[config.mk]
export PLATFORM = sky130hd
export DESIGN_NAME = nearest_centroid_assign
export DESIGN_NICKNAME = d
export VERILOG_FILES = /design/src/hw/rtl/nca_pkg.sv /design/src/hw/rtl/nearest_centroid_assign.sv /design/src/hw/rtl/nca_dist.sv
export SDC_FILE = /design/constraint.sdc
export NUM_CORES = 2
export LEC_CHECK = 0
export BUFFER_PORTS_ARGS = -buffer_cell sky130_fd_sc_hd__buf_2
export CAP_MARGIN = 20
export CELL_PAD_IN_SITES_DETAIL_PLACEMENT = 1
export CELL_PAD_IN_SITES_GLOBAL_PLACEMENT = 1
export CORE_MARGIN = 5
export CORE_UTILIZATION = 40
export CTS_CLUSTER_SIZE = 8
export DETAILED_ROUTE_END_ITERATION = 10
export GPL_TIMING_DRIVEN = 0
export PLACE_DENSITY = 0.62
export SLEW_MARGIN = 20
export SYNTH_ARGS = -nofsm -noshare
export SYNTH_HDL_FRONTEND = slang
export SYNTH_SLANG_ARGS = --single-unit
[constraint.sdc]
create_clock -name aclk -period 18 [get_ports aclk]
set_clock_uncertainty 0.15 [all_clocks]
set_input_delay 3.6 -clock aclk [delete_from_list [all_inputs] [get_ports aclk]]
set_output_delay 3.6 -clock aclk [all_outputs]
set_load 0.05 [all_outputs]
[src/hw/rtl/nca_pkg.sv]
// Shared types and constants of the nearest-centroid assignment block.
// No dependencies; imported by every module of the block.
package nca_pkg;

    localparam int unsigned COORD_W     = 16;
    localparam int unsigned CIDX_W      = 3;
    localparam int unsigned DIM_W       = 2;
    localparam int unsigned PNUM_W      = 16;
    localparam int unsigned CLUSTER_W   = 3;
    localparam int unsigned DIFF_W      = COORD_W + 1;
    localparam int unsigned SQ_W        = 2 * DIFF_W;
    localparam int unsigned DIST_W      = 38;
    localparam int unsigned S_TDATA_W   = 24;
    localparam int unsigned M_TDATA_W   = 24;

    typedef enum logic [1:0] {
        ST_IDLE,
        ST_ACCUM,
        ST_FIND,
        ST_DONE
    } nca_state_t;

    typedef enum logic {
        OP_LOAD  = 1'b0,
        OP_POINT = 1'b1
    } nca_op_t;

    typedef struct packed {
        logic mul_en;
        logic acc_en;
        logic find_en;
        logic find_first;
    } nca_ctrl_t;

endpackage

[src/hw/rtl/nearest_centroid_assign.sv]
// Top level of the k-means assignment step: handshake, sequencer, centroid memory
// and result register. Depends on nca_pkg and nca_dist.
//
// A load request writes one centroid coordinate without stalling the input. A
// point coordinate with an in-range dim_index holds off the next request until
// its accumulate pass ends: one subtract-square-accumulate unit visits the
// centroids one per cycle through the single read port of the centroid memory,
// pipelined through the memory read register and the square register. A tlast
// coordinate then adds the argmin pass over the running distances and the result
// hand-off, which waits while m_tready holds the result register. The result
// register frees the input side while a result waits. Centroid memory contents are
// undefined after reset; every centroid coordinate must be loaded before use.
module nearest_centroid_assign #(
    parameter int unsigned NUM_CLUSTERS     = 8,
    parameter int unsigned NUM_DIMS         = 4,
    parameter int unsigned POINT_INDEX_BITS = 16
) (
    input  logic                              aclk,
    input  logic                              aresetn,
    input  logic                              s_tvalid,
    output logic                              s_tready,
    // centroid_index [2:0], dim_index [4:3], coord_value [20:5], zero [23:21]
    input  logic [nca_pkg::S_TDATA_W-1:0]     s_tdata,
    // operation
    input  logic                              s_tuser,
    input  logic                              s_tlast,
    output logic                              m_tvalid,
    input  logic                              m_tready,
    // point_number [15:0], cluster [18:16], zero [23:19]
    output logic [nca_pkg::M_TDATA_W-1:0]     m_tdata
);
    import nca_pkg::*;

    localparam int unsigned IDX_W = (NUM_CLUSTERS > 1) ? $clog2(NUM_CLUSTERS) : 1;
    localparam int unsigned DEPTH = NUM_CLUSTERS * NUM_DIMS;
    localparam int unsigned AW    = (DEPTH > 1) ? $clog2(DEPTH) : 1;
    localparam int unsigned CNT_W = $clog2(NUM_CLUSTERS + 2);
    localparam logic [CNT_W-1:0] CNT_LAST_RD  = CNT_W'(NUM_CLUSTERS - 1);
    localparam logic [CNT_W-1:0] CNT_ACC_END  = CNT_W'(NUM_CLUSTERS + 1);
    localparam logic [CNT_W-1:0] CNT_NCLUST   = CNT_W'(NUM_CLUSTERS);

    nca_state_t                  state_reg, state_next;
    logic [CNT_W-1:0]            cnt_reg, cnt_next;
    logic signed [COORD_W-1:0]   coord_reg;
    logic [DIM_W-1:0]            dim_reg;
    logic                        last_reg;
    logic signed [COORD_W-1:0]   cdata_reg;
    logic [COORD_W-1:0]          mem [DEPTH];
    logic [POINT_INDEX_BITS-1:0] pcount_reg;
    logic                        m_tvalid_reg;
    logic [M_TDATA_W-1:0]        m_tdata_reg;

    logic [CIDX_W-1:0]           in_cidx;
    logic [DIM_W-1:0]            in_dim;
    logic [COORD_W-1:0]          in_coord;
    logic                        accept;
    logic                        in_load;
    logic                        in_point;
    logic                        dim_ok;
    logic                        load_ok;
    logic                        mem_we;
    logic                        rd_en;
    logic [AW-1:0]               wr_addr;
    logic [AW-1:0]               rd_addr;
    logic                        out_load;
    nca_ctrl_t                   ctrl;
    logic [IDX_W-1:0]            best_idx;

    assign in_cidx  = s_tdata[CIDX_W-1:0];
    assign in_dim   = s_tdata[CIDX_W+DIM_W-1:CIDX_W];
    assign in_coord = s_tdata[CIDX_W+DIM_W+COORD_W-1:CIDX_W+DIM_W];

    assign accept   = s_tvalid && s_tready;
    assign in_load  = accept && (nca_op_t'(s_tuser) == OP_LOAD);
    assign in_point = accept && (nca_op_t'(s_tuser) == OP_POINT);
    assign dim_ok   = 32'(in_dim) < NUM_DIMS;
    assign load_ok  = dim_ok && (32'(in_cidx) < NUM_CLUSTERS);
    assign wr_addr  = AW'(32'(in_cidx) * NUM_DIMS + 32'(in_dim));
    assign rd_addr  = AW'(32'(cnt_reg) * NUM_DIMS + 32'(dim_reg));
    assign out_load = (state_reg == ST_DONE) && (!m_tvalid_reg || m_tready);

    always_comb begin
        state_next = state_reg;
        cnt_next   = cnt_reg;
        case (state_reg)
            ST_IDLE: begin
                cnt_next = '0;
                if (in_point) begin
                    if (dim_ok) begin
                        state_next = ST_ACCUM;
                    end else if (s_tlast) begin
                        state_next = ST_FIND;
                    end
                end
            end
            ST_ACCUM: begin
                if (cnt_reg == CNT_ACC_END) begin
                    cnt_next   = '0;
                    state_next = last_reg ? ST_FIND : ST_IDLE;
                end else begin
                    cnt_next = cnt_reg + 1'b1;
                end
            end
            ST_FIND: begin
                if (cnt_reg == CNT_LAST_RD) begin
                    cnt_next   = '0;
                    state_next = ST_DONE;
                end else begin
                    cnt_next = cnt_reg + 1'b1;
                end
            end
            ST_DONE: begin
                if (out_load) begin
                    state_next = ST_IDLE;
                end
            end
            default: begin
                state_next = ST_IDLE;
                cnt_next   = '0;
            end
        endcase
    end

    always_comb begin
        s_tready        = 1'b0;
        mem_we          = 1'b0;
        rd_en           = 1'b0;
        ctrl            = '0;
        case (state_reg)
            ST_IDLE: begin
                s_tready = 1'b1;
                mem_we   = in_load && load_ok;
            end
            ST_ACCUM: begin
                rd_en       = cnt_reg < CNT_NCLUST;
                ctrl.mul_en = (cnt_reg != '0) && (cnt_reg <= CNT_NCLUST);
                ctrl.acc_en = cnt_reg >= CNT_W'(2);
            end
            ST_FIND: begin
                ctrl.find_en    = 1'b1;
                ctrl.find_first = cnt_reg == '0;
            end
            ST_DONE: begin
                ctrl = '0;
            end
            default: begin
                s_tready = 1'b0;
            end
        endcase
    end

    always_ff @(posedge aclk) begin
        if (!aresetn) begin
            state_reg <= ST_IDLE;
            cnt_reg   <= '0;
        end else begin
            state_reg <= state_next;
            cnt_reg   <= cnt_next;
        end
    end

    always_ff @(posedge aclk) begin
        if (in_point) begin
            coord_reg <= in_coord;
            dim_reg   <= in_dim;
            last_reg  <= s_tlast;
        end
    end

    always_ff @(posedge aclk) begin
        if (mem_we) begin
            mem[wr_addr] <= in_coord;
        end
        if (rd_en) begin
            cdata_reg <= mem[rd_addr];
        end
    end

    nca_dist #(
        .NUM_CLUSTERS (NUM_CLUSTERS),
        .IDX_W        (IDX_W)
    ) u_nca_dist (
        .aclk     (aclk),
        .aresetn  (aresetn),
        .ctrl     (ctrl),
        .coord    (coord_reg),
        .cdata    (cdata_reg),
        .find_idx (cnt_reg[IDX_W-1:0]),
        .best_idx (best_idx)
    );

    always_ff @(posedge aclk) begin
        if (!aresetn) begin
            m_tvalid_reg <= 1'b0;
            pcount_reg   <= '0;
        end else if (out_load) begin
            m_tvalid_reg <= 1'b1;
            pcount_reg   <= pcount_reg + 1'b1;
        end else if (m_tready) begin
            m_tvalid_reg <= 1'b0;
        end
    end

    always_ff @(posedge aclk) begin
        if (out_load) begin
            m_tdata_reg <= M_TDATA_W'({CLUSTER_W'(best_idx), PNUM_W'(pcount_reg)});
        end
    end

    assign m_tvalid = m_tvalid_reg;
    assign m_tdata  = m_tdata_reg;

endmodule

[src/hw/rtl/nca_dist.sv]
// Shared subtract-square-accumulate unit, running distance ring and argmin.
// Depends on nca_pkg; sequenced by nearest_centroid_assign.
module nca_dist #(
    parameter int unsigned NUM_CLUSTERS = 8,
    parameter int unsigned IDX_W        = 3
) (
    input  logic                                  aclk,
    input  logic                                  aresetn,
    input  nca_pkg::nca_ctrl_t                    ctrl,
    input  logic signed [nca_pkg::COORD_W-1:0]    coord,
    input  logic signed [nca_pkg::COORD_W-1:0]    cdata,
    input  logic        [IDX_W-1:0]               find_idx,
    output logic        [IDX_W-1:0]               best_idx
);
    import nca_pkg::*;

    logic        [DIST_W-1:0]  ring_reg [NUM_CLUSTERS];
    logic        [SQ_W-1:0]    sq_reg;
    logic        [DIST_W-1:0]  best_reg;
    logic        [IDX_W-1:0]   best_idx_reg;
    logic signed [DIFF_W-1:0]  diff;
    logic        [DIST_W:0]    sum;
    logic        [DIST_W-1:0]  tail_val;
    logic        [DIST_W-1:0]  head;

    assign head = ring_reg[0];
    assign diff = DIFF_W'(coord) - DIFF_W'(cdata);
    assign sum  = {1'b0, head} + (DIST_W + 1)'(sq_reg);

    always_comb begin
        if (ctrl.find_en) begin
            tail_val = '0;
        end else if (sum[DIST_W]) begin
            tail_val = '1;
        end else begin
            tail_val = sum[DIST_W-1:0];
        end
    end

    always_ff @(posedge aclk) begin
        if (ctrl.mul_en) begin
            sq_reg <= SQ_W'(diff * diff);
        end
    end

    always_ff @(posedge aclk) begin
        if (!aresetn) begin
            for (int i = 0; i < NUM_CLUSTERS; i++) begin
                ring_reg[i] <= '0;
            end
        end else if (ctrl.acc_en || ctrl.find_en) begin
            for (int i = 0; i < NUM_CLUSTERS - 1; i++) begin
                ring_reg[i] <= ring_reg[i+1];
            end
            ring_reg[NUM_CLUSTERS-1] <= tail_val;
        end
    end

    always_ff @(posedge aclk) begin
        if (ctrl.find_en && (ctrl.find_first || (head < best_reg))) begin
            best_reg     <= head;
            best_idx_reg <= find_idx;
        end
    end

    assign best_idx = best_idx_reg;

endmodule

-- Yosys cells after proc, flatten, opt, wreduce, memory -nomap -nowiden
Memories as Yosys holds them, arrays and structs flattened. A register that Yosys moved wholly into a read port is not among the register bits.
Index checks and enable logic that the tools add are counted.
- add/sub/neg operators: 6
- multiply operators: 1
- order comparisons: 4
- equality and inequality tests: 9
- multiplexer cells: 32
- bitwise logic cells: 9
- reductions and logical operators: 16
- operators by type and width (operator ; count):
    2-to-1 mux 38 bit ; 10
    adder 38 x 34 -> 39 bit ; 1
    less-than comparator 38 bit ; 1
    multiplier 17 x 17 -> 34 bit ; 1
    subtractor 16 x 16 -> 17 bit ; 1
    adder 16 x 1 -> 16 bit (second input constant) ; 1
    2-to-1 mux 2 bit ; 7
    case mux 4 bit (3 select lines) ; 1
    2-to-1 mux 1 bit ; 11
    adder 5 x 2 -> 5 bit ; 2
    2-to-1 mux 4 bit ; 2
    inequality test 2 bit (second input constant) ; 4
    OR 1 bit ; 8
    case mux 2 bit (4 select lines) ; 1
    logical AND 1 bit ; 6
    adder 4 x 1 -> 4 bit (second input constant) ; 1
    equality test 2 bit (second input constant) ; 2
    equality test 4 x 3 -> 1 bit (second input constant) ; 1
    equality test 4 bit (second input constant) ; 1
    >= comparator 4 x 2 -> 1 bit (second input constant) ; 1
    <= comparator 4 bit (second input constant) ; 1
    zero test 4 bit ; 1
    less-than comparator 4 bit (second input constant) ; 1
    AND reduction 4 bit ; 1
    other kinds (8) ; 10
- flip-flop bits (word level): 136
- memory bits (writable): 816
- input bits: 30
- word-level logic and storage cells: 90
- memories kept: 2
- memory list (name ; words ; bits a word ; read ports ; clocked after Yosys merged registers in ; wr ports ; line ; text):
    mem ; 32 ; 16 ; 1 ; 1 ; 1 ; nearest_centroid_assign.sv:48 ; logic [COORD_W-1:0] mem [DEPTH];
    u_nca_dist.ring_reg ; 8 ; 38 ; 8 ; 0 ; 8 ; nca_dist.sv:17 ; logic [DIST_W-1:0] ring_reg [NUM_CLUSTERS];

-- Longest topological paths before layout
- word-level depth: 8
- depth in mapped cells: 36
- depth with buffers taken out: 34

-- Hierarchy
A second synthesis with hierarchy kept.
- cell total of the unflattened synthesis: 3404
- area, all modules: 49236.0 µm²
- by module, submodules not included (module ; times used ; cells an instance ; area each (µm²) ; sequential area each (µm²)):
    nca_dist ; 1 ; 2301 ; 26633.0 ; 11350.9
    nearest_centroid_assign ; 1 ; 1103 ; 22602.9 ; 17456.7

-- Worst setup path after synthesis
No wires, ideal clock.
- path type: in2reg
- start: input aresetn
- end: memory u_nca_dist.ring_reg[0][0] (enable)
- library setup time: 2.277 ns
- arrival time: 9.052 ns
- setup slack: 6.520 ns
- stages on the path: 3
- path buffers: 1
- cells stage by stage: clkbuf_1 > nor2b_1 > nand2_1
- RTL lines (element ; line ; text):
    start, declared ; nearest_centroid_assign.sv:19 ; input logic aresetn,
    end, declared ; nca_dist.sv:17 ;

-- Worst setup path after layout
- start: register coord_reg[1]
- end: register u_nca_dist.sq_reg[29] (data pin)
- longest elaborated chain between the ends: 2
- RTL lines (element ; line ; text):
    start, declared ; nearest_centroid_assign.sv:44 ; logic signed [COORD_W-1:0] coord_reg;
    start signal, assigned ; nearest_centroid_assign.sv:164 ; coord_reg <= in_coord;
    subtractor 16 x 16 -> 17 bit ; nca_dist.sv:27 ; assign diff = DIFF_W'(coord) - DIFF_W'(cdata);
    multiplier 17 x 17 -> 34 bit ; nca_dist.sv:42 ; sq_reg <= SQ_W'(diff * diff);
    end signal, assigned ; nca_dist.sv:42 ;
    end, declared ; nca_dist.sv:18 ; logic [SQ_W-1:0] sq_reg;
Every way passes these cells.
A chain may end at the register's enable or synchronous reset.

==> results.ini <==
[cts]
clockBufferDepth=3
ctsHoldBuffers=0
clk_latency_ns=0.74
clk_pin_slew_worst_paths_ns=0.05
cts_resized=0
ctsHtreeMaxLevel=4
cts-root-buf=clkbuf_16
cts_setup_buffers=0
clock_sinks=967
cts_tree=built
cts_buffers=139

[logic_synthesis]
synthTopCellsByCount=edfxtp_1, inv_1, and2_1, fa_1, ha_1
yosysWarnings=0
yosys-top-cells-area=edfxtp_1, fa_1, mux4_2
synth_top_cell_area_share_pct=57.9
synth_ff_type=edfxtp_1
synth.distinct_cells=79
async_flop_share_pct=0
avgSynthCellArea_um2=15.0
synth_edf_count=944
seq_area_frac_synth_pct=58.8
netlist_instances=3265
ys_ff_latch=967
synth_largest_area_cell=edfxtp_1
syn_area_mm2=0.0490
synth.most_common_cell=edfxtp_1

[global_route]
gr-total-overflow=0
grt_pass1_wl_um=177000
grt_max_degree=57
grt_usage_pct=17.9
grt_pass1_vias=28900
antenna_found_initial=3

[finish]
largest_reg_flops=512
final_util_pct=45.9
syn2layout_area_growth_pct=14.2
area.sequential_mm2=0.0288
fin_area_mm2=0.0559
fill_cells=12000
drive_gt1_share_pct=14.5
final_nets=3974
multi_input_area_mm2=0.0182

[worst_setup_path]
crit_required_ns=18.31
start_kind=flop
worstSetupPathType=flop to flop
cp.arrival_ns=9.95
slowest_delay_ns=0.71
ff2ff_setup_slack_ns=8.36
reg2reg_from=coord_reg[1]
cpMaxStageDelayCell=buf_1
cp-end-kind=flop
reg2reg_to=u_nca_dist.sq_reg[29]
rr_worst_depth=33
cp_max_fo=10

[place]
placed_cell_area_mm2=0.0519
dp_hpwl_um=83500
numPortBuffers=46
gp_congestion=0.824

[sta]
rsz0062_at_grt=no
fmax_mhz=104
finalSetupViolCount=0
tightestPinTransition_ns=1.14
tns_ns=0
maxSlewHeadroom_pct=23.6
timing_hold_violations_final=0
finalCriticalPeriod_ns=9.64
drv_slew=0
whs_ns=0.266
finalCritPeriodShare_pct=53.5

[routing]
avgRoutedWirePerCell_um=22.0
vias=26200
routed_wl_um=114000
initialDrtViolationCount=1420
antenna_left=0
viasPerCell=5.05
drc=0
dr.pass1.iters=5

[run]
maxCapViolations=0

[die]
rows=128
die_h_um=360
num_io_pins=56
fp.coreArea_mm2=0.122
dieArea_mm2=0.129
start_util_pct=40.2
die_w_um=360

[worst_hold_path]
holdPathEnd=m_tdata[17]
hold_path.startpoint=u_nca_dist.best_idx[1]
hold_depth=0
hp-class=flop to flop

[outcome]
status=complete, no violations

## worst max path at each step
| stage | from | to | slack, ns | cells past startpoint |
|---|---|---|---|---|
| final | coord_reg[1] | u_nca_dist.sq_reg[29] | 8.36 | 33 |
| after global routing | coord_reg[1] | u_nca_dist.sq_reg[29] | 7.73 | 33 |
| after CTS | coord_reg[1] | u_nca_dist.sq_reg[29] | 8.29 | 33 |
| after detailed placement | coord_reg[1] | u_nca_dist.sq_reg[29] | 8.31 | 33 |
| after global placement | aresetn | u_nca_dist.ring_reg[2][10] | 2.63 | 3 |
| after floorplan | aresetn | u_nca_dist.ring_reg[0][0] | 6.52 | 3 |
## cell usage in the layout, fill, tap and decap left out, types with 6 or more instances in the layout
master     netlist  final
edfxtp_1       944    944
inv_1          431    431
and2_1         287    287
fa_1           271    271
ha_1           180    180
mux4_2         160    160
clkbuf_16        0    142
nand2_1        140    139
nor2_1         170    138
clkbuf_1        75    116
a21oi_1        106    106
buf_2           23     69
xnor2_1         60     58
o21ai_0         45     45
a21o_1          33     33
nor2_2           0     32
xor2_1          32     31
nand3_1         30     30
buf_6            0     27
dfxtp_1         23     23
nor2b_1         20     19
o21a_1          18     18
nor3_1          17     17
mux2_2          17     17
and3_1          17     15
nand2b_1        13     13
a31oi_1         10     10
nand3b_1         9      9
or3_1            8      8
a21boi_0         8      8
o21ai_1          7      7
nand4_1          7      7
buf_1            6      6
## layout make-up
| class | count | share of cell area (%) |
|---|---|---|
| flip-flops and latches | 967 | 51.5 |
| multi-input cells | 1755 | 32.6 |
| clock buffers | 185 | 6.66 |
| well taps | 1625 | 3.64 |
| inverters | 438 | 2.94 |
| repair buffers | 83 | 1.35 |
| plain buffers | 109 | 0.819 |
| clock inverters | 12 | 0.470 |
| diodes | 3 | 0.0134 |
## cell families after synthesis
| kind of cell | synth area share (%) |
|---|---|
| multiplexers | 7.83 |
| XOR/XNOR | 1.77 |
| flip-flops | 58.8 |
| adder cells (fa/ha/maj) | 15.7 |
| buffers and inverters | 4.29 |
| other | 0.00766 |
| AO/OA/AOI/OAI | 3.73 |
| AND/OR/NAND/NOR | 7.85 |
## critical path: cells and delay by family, from the launching register on
kind	cells	cell delay (ns)
buffers and inverters	7	1.33
flip-flops	1	0.41
XOR/XNOR	2	0.40
adder cells (fa/ha/maj)	8	3.83
AND/OR/NAND/NOR	6	0.98
AO/OA/AOI/OAI	10	2.26
## layer usage
layer	up-vias	share of wire (%)	global-route usage, %
met5	-	0	0
met4	0	2.5	5.46
met3	143	3.3	2.49
met2	434	51	31.2
met1	13700	43	23.3
li1	11900	-	-
## per-stage QoR
| step | std cells | setup slack [ns] |
|---|---|---|
| 2_1_floorplan | 3269 | 6.52 |
| 3_3_place_gp | 4940 | 2.63 |
| 3_5_place_dp | 4977 | 8.31 |
| 4_1_cts | 5174 | 8.29 |
| 5_1_grt | 5174 | 7.73 |
| 6_report | 5177 | 8.36 |
Power is left out: the tool's default activity adds up to more than one toggle a clock period on the data nets, which glitch-free logic cannot reach.
